[src/rtl/rvx_pkg.sv]
// Shared types and constants for the RV64IM execute unit.
// No dependencies; imported by every module of the block.
package rvx_pkg;

    localparam int XLEN = 64;
    localparam int RegAddrW = 5;
    localparam int NumRegs = 32;
    localparam logic [63:0] ResetPc = 64'h0000_0000_8000_0000;
    localparam logic [4:0] A0Index = 5'd10;
    localparam logic [31:0] EbreakWord = 32'h0010_0073;

    localparam logic [6:0] OP_LUI    = 7'h37;
    localparam logic [6:0] OP_AUIPC  = 7'h17;
    localparam logic [6:0] OP_JAL    = 7'h6F;
    localparam logic [6:0] OP_JALR   = 7'h67;
    localparam logic [6:0] OP_BRANCH = 7'h63;
    localparam logic [6:0] OP_LOAD   = 7'h03;
    localparam logic [6:0] OP_STORE  = 7'h23;
    localparam logic [6:0] OP_IMM    = 7'h13;
    localparam logic [6:0] OP_IMMW   = 7'h1B;
    localparam logic [6:0] OP_OP     = 7'h33;
    localparam logic [6:0] OP_OPW    = 7'h3B;
    localparam logic [6:0] OP_SYSTEM = 7'h73;

    localparam logic [6:0] F7_BASE = 7'h00;
    localparam logic [6:0] F7_ALT  = 7'h20;
    localparam logic [6:0] F7_MULDIV = 7'h01;

    typedef enum logic [2:0] {
        KIND_RETIRED  = 3'd0,
        KIND_LOAD     = 3'd1,
        KIND_STORE    = 3'd2,
        KIND_HALT     = 3'd3,
        KIND_INVALID  = 3'd4,
        KIND_REJECTED = 3'd5
    } kind_t;

    typedef enum logic [2:0] {
        MD_MUL  = 3'd0,
        MD_DIV  = 3'd1,
        MD_DIVU = 3'd2,
        MD_REM  = 3'd3,
        MD_REMU = 3'd4
    } md_op_t;

    typedef struct packed {
        logic capture;
        logic md_start;
        logic finish;
    } dp_cmd_t;

    typedef struct packed {
        logic need_md;
        logic md_done;
        logic out_free;
    } dp_status_t;

endpackage

[src/rtl/rvx_ctrl.sv]
// Sequencing state machine of the execute unit.
// Depends on rvx_pkg; drives rvx_datapath by command and status structs.
module rvx_ctrl
    import rvx_pkg::*;
(
    input  logic       clk,
    input  logic       rst_n,
    input  logic       in_valid,
    output logic       in_ready,
    input  dp_status_t status,
    output dp_cmd_t    cmd
);

    typedef enum logic [3:0] {
        ST_IDLE = 4'b0001,
        ST_DEC  = 4'b0010,
        ST_MD   = 4'b0100,
        ST_FIN  = 4'b1000
    } state_t;

    state_t state_reg, state_next;

    always_comb
    begin
        state_next   = state_reg;
        cmd          = '0;
        in_ready     = 1'b0;
        case (state_reg)
            ST_IDLE:
            begin
                in_ready = 1'b1;
                if (in_valid)
                begin
                    cmd.capture = 1'b1;
                    state_next  = ST_DEC;
                end
            end
            ST_DEC:
            begin
                if (status.need_md)
                begin
                    cmd.md_start = 1'b1;
                    state_next   = ST_MD;
                end
                else
                begin
                    state_next = ST_FIN;
                end
            end
            ST_MD:
            begin
                if (status.md_done)
                    state_next = ST_FIN;
            end
            ST_FIN:
            begin
                // hold until the output register can take the result
                if (status.out_free)
                begin
                    cmd.finish = 1'b1;
                    state_next = ST_IDLE;
                end
            end
            default: state_next = ST_IDLE;
        endcase
    end

    always_ff @(posedge clk or negedge rst_n)
    begin
        if (!rst_n)
            state_reg <= ST_IDLE;
        else
            state_reg <= state_next;
    end

endmodule

[config.mk]
export PLATFORM = sky130hd
export DESIGN_NAME = rvx_ctrl
export DESIGN_NICKNAME = d
export VERILOG_FILES = /design/src/rtl/rvx_pkg.sv /design/src/rtl/rvx_ctrl.sv
export SDC_FILE = /design/constraint.sdc
export NUM_CORES = 1
export LEC_CHECK = 0
export ABC_AREA = 1
export BUFFER_PORTS_ARGS = -buffer_cell sky130_fd_sc_hd__buf_2
export CORE_AREA = 2 2 39 41
export CTS_BUF_LIST = sky130_fd_sc_hd__clkbuf_4 sky130_fd_sc_hd__clkbuf_8 sky130_fd_sc_hd__clkbuf_16
export CTS_CLUSTER_DIAMETER = 60
export CTS_CLUSTER_SIZE = 28
export DETAILED_ROUTE_END_ITERATION = 8
export DIE_AREA = 0 0 41 43
export HOLD_SLACK_MARGIN = 0.03
export PLACE_DENSITY_LB_ADDON = 0.1
export REMOVE_ABC_BUFFERS = 1
export SETUP_SLACK_MARGIN = 0.15
export SLEW_MARGIN = 25
export SYNTH_ARGS = -nofsm -noshare
export SYNTH_HDL_FRONTEND = slang
export SYNTH_SLANG_ARGS = --single-unit
[constraint.sdc]
create_clock -name clk -period 1.15 [get_ports clk]
set_input_delay 0.0575 -clock clk [delete_from_list [all_inputs] [get_ports clk]]
set_output_delay 0.0575 -clock clk [all_outputs]
set_load 0.02 [all_outputs]
==> metrics <==
wire per inst=8.79 um; Slew Limit Fails=0; port bufs=9; failing checks=setup timing; Achievable Freq=774 MHz; Worst-Skew Late Latency=~0.24 ns; post-synthesis area per instance=~6.5 sq um; CTS tree=yes; Post-Syn Instances=40; RSZ-0062 raised after global routing=true; ant diodes=0; First DRT Iteration DRCs=13; status=finished with violations; Worst path depth=5; drt via density=between 4 and 5; share of layout cells above drive strength 1=a little under two thirds; maximum vdd drop=between 1 and 1.5 mV; first-pass GRT wire length=~1000 um; worst slack at placement=approximately 0.025 ns; Area Growth Syn to Fin=96.7%; number of flip-flops under the largest register name=4; P per Cell Area=approximately 2500 nW/um^2; crit-path leading delay family=flip-flops; Crit-path slowest cell=dfstp_2; DRT Wirelength=~680 um; Slew @ Worst Pin=approximately 0.18 ns; Placed Instances=65; largest net degree at the start of global routing=5; Mapped Area=~260 sq um; endpoints failing hold=0; element type at the critical path start=flop; Die W=~41 um; Req. time, crit path=1.09 ns; worst setup path class=reg -> out; Fin Hold WS=0.116 ns; hpwl dp=around 480 um; Final Util=about 37%; initial antenna violation count=0; Clock Path Buffers=2; gpl congestion=0.696; Crit path largest cell delay=about 0.54 ns; Post-DRT Antenna Nets=0; clock root cell=clkbuf_4; vias=319; Finished Layout Cells=slightly below 80; Max H-tree Level=1; DRC=0; CP endpoint kind=output port; Clk pin slew, worst setup/hold paths=roughly 0.03 ns; total die area=roughly 1800 sq um; GRT Util Overall=under 10%; global route overflow=0; Rel. slew slack=around nine tenths; period utilisation layout=112%; Initial Utilization=roughly a fifth; final net count=between 60 and 70; number of synthesized register bits=4; WHS Path Cells=3; HP Start=in_valid; max_cap viols=0; Leakage Power=between 0.2 and 0.3 nW; I/O pins=10; skew final=roughly 0.0067 ns; Seq. cell area=about 100 sq um; crit path launch=state_reg[0]$_DFFE_PN1P_; worst path arrival time=about 1.2 ns; number of CTS-inserted buffers=3; Yosys cell types=10; dpl cell area=around 330 sq um; Max Fanout on Critical Path=3; Filler cells=150; die height=between 40 and 50 um; area taken by multi-input logic gates=approximately 190 sq um; Pwr Total=1.28 mW; setup TNS=-0.555 ns; Core Region=about 1400 sq um; row cnt=14; R2R Path Start=state_reg[0]$_DFFE_PN1P_; Sink Count=4; Cell Chain, Critical Path=buf_6 > nor2_2 > nand2_1 > nor2_1 > buf_4; Final Cell Area=514 sq um; Tmin final=approximately 1.3 ns; sequential-to-total area share from yosys stat=approximately 39%; post-route setup slack=-0.143 ns; Hold Path Class=in -> reg; vias in the first global route=about 270; CP bufs+invs=2; Worst Reg-to-Reg Cells=8; Synth warnings=0; Final setup viols=6; TritonRoute pass-1 iters=5
area by class of cell:
cell class                 count  share of cell area [%]
multi-input combinational     25                    36.5
tap                           16                    3.89
sequential                     4                    20.0
clock buffer                   4                    5.84
inverter                      11                    8.03
timing repair buffer          17                    25.8
logic make-up after synthesis:
logic type	synth area share, %
AND/OR/NAND/NOR	37.3
buffers and inverters	15.8
AO/OA/AOI/OAI	8.13
flip-flops	38.8
synthesized netlist by cell type:
cell | number | share of area [%]
nor2_1 | 7 | 10
nor2_2 | 3 | 7.2
o21ai_1 | 1 | 1.9
dfrtp_1 | 3 | 29
nand2_1 | 6 | 8.6
o21ai_0 | 1 | 1.9
o21bai_2 | 1 | 4.3
nand3_1 | 6 | 11
inv_1 | 11 | 16
dfstp_2 | 1 | 10
layer usage:
layer | global-route usage (%) | routed length (um)
met1 | 10.7 | 286
met2 | 11.9 | 350
met3 | 1.57 | 18
met4 | 12.0 | 22
met5 | 0 | 0
path summary, 6_finish.rpt:
check | end | slack (ns)
worst max-delay path | cmd[1] | -0.14
worst min-delay path | state_reg[1]$_DFFE_PN0P_ | 0.12
worst max register to register | state_reg[0]$_DFFE_PN1P_ | -0.11
worst min register to register | state_reg[0]$_DFFE_PN1P_ | 0.65
max in group asynchronous | state_reg[0]$_DFFE_PN1P_ | 0.78
min in group asynchronous | state_reg[2]$_DFFE_PN0P_ | 0.16
worst register-to-register path: cells and delay by family (launching register included):
kind                   cells  cell delay [ns]
AND/OR/NAND/NOR            3             0.19
AO/OA/AOI/OAI              1             0.06
flip-flops                 1             0.54
buffers and inverters      4             0.39
timing repair:
item | CTS | global route
pin swaps | 3 | 5
endpoints found under the hold margin | 4 | 0
setup endpoints to repair | 7 | 8
hold buffers | 1 | 0
setup buffers | 3 | 4
resized for setup | 11 | 17
cells in the final DEF (no fill, tap or decap), drive strengths merged:
cell type and instances:
buf 16, inv 11, nor2 10, nand2 6
nand3 6, clkbuf 4, dfrtp 3, o21ai 2
o21bai 1, dlygate4sd3 1, dfstp 1
power breakdown:
| part | switching [mW] | internal, mW |
|---|---|---|
| Clock | 0.0590 | 0.154 |
| Sequential | 0.0610 | 0.204 |
| Combinational | 0.389 | 0.416 |
(Power assumes the default switching activity.)
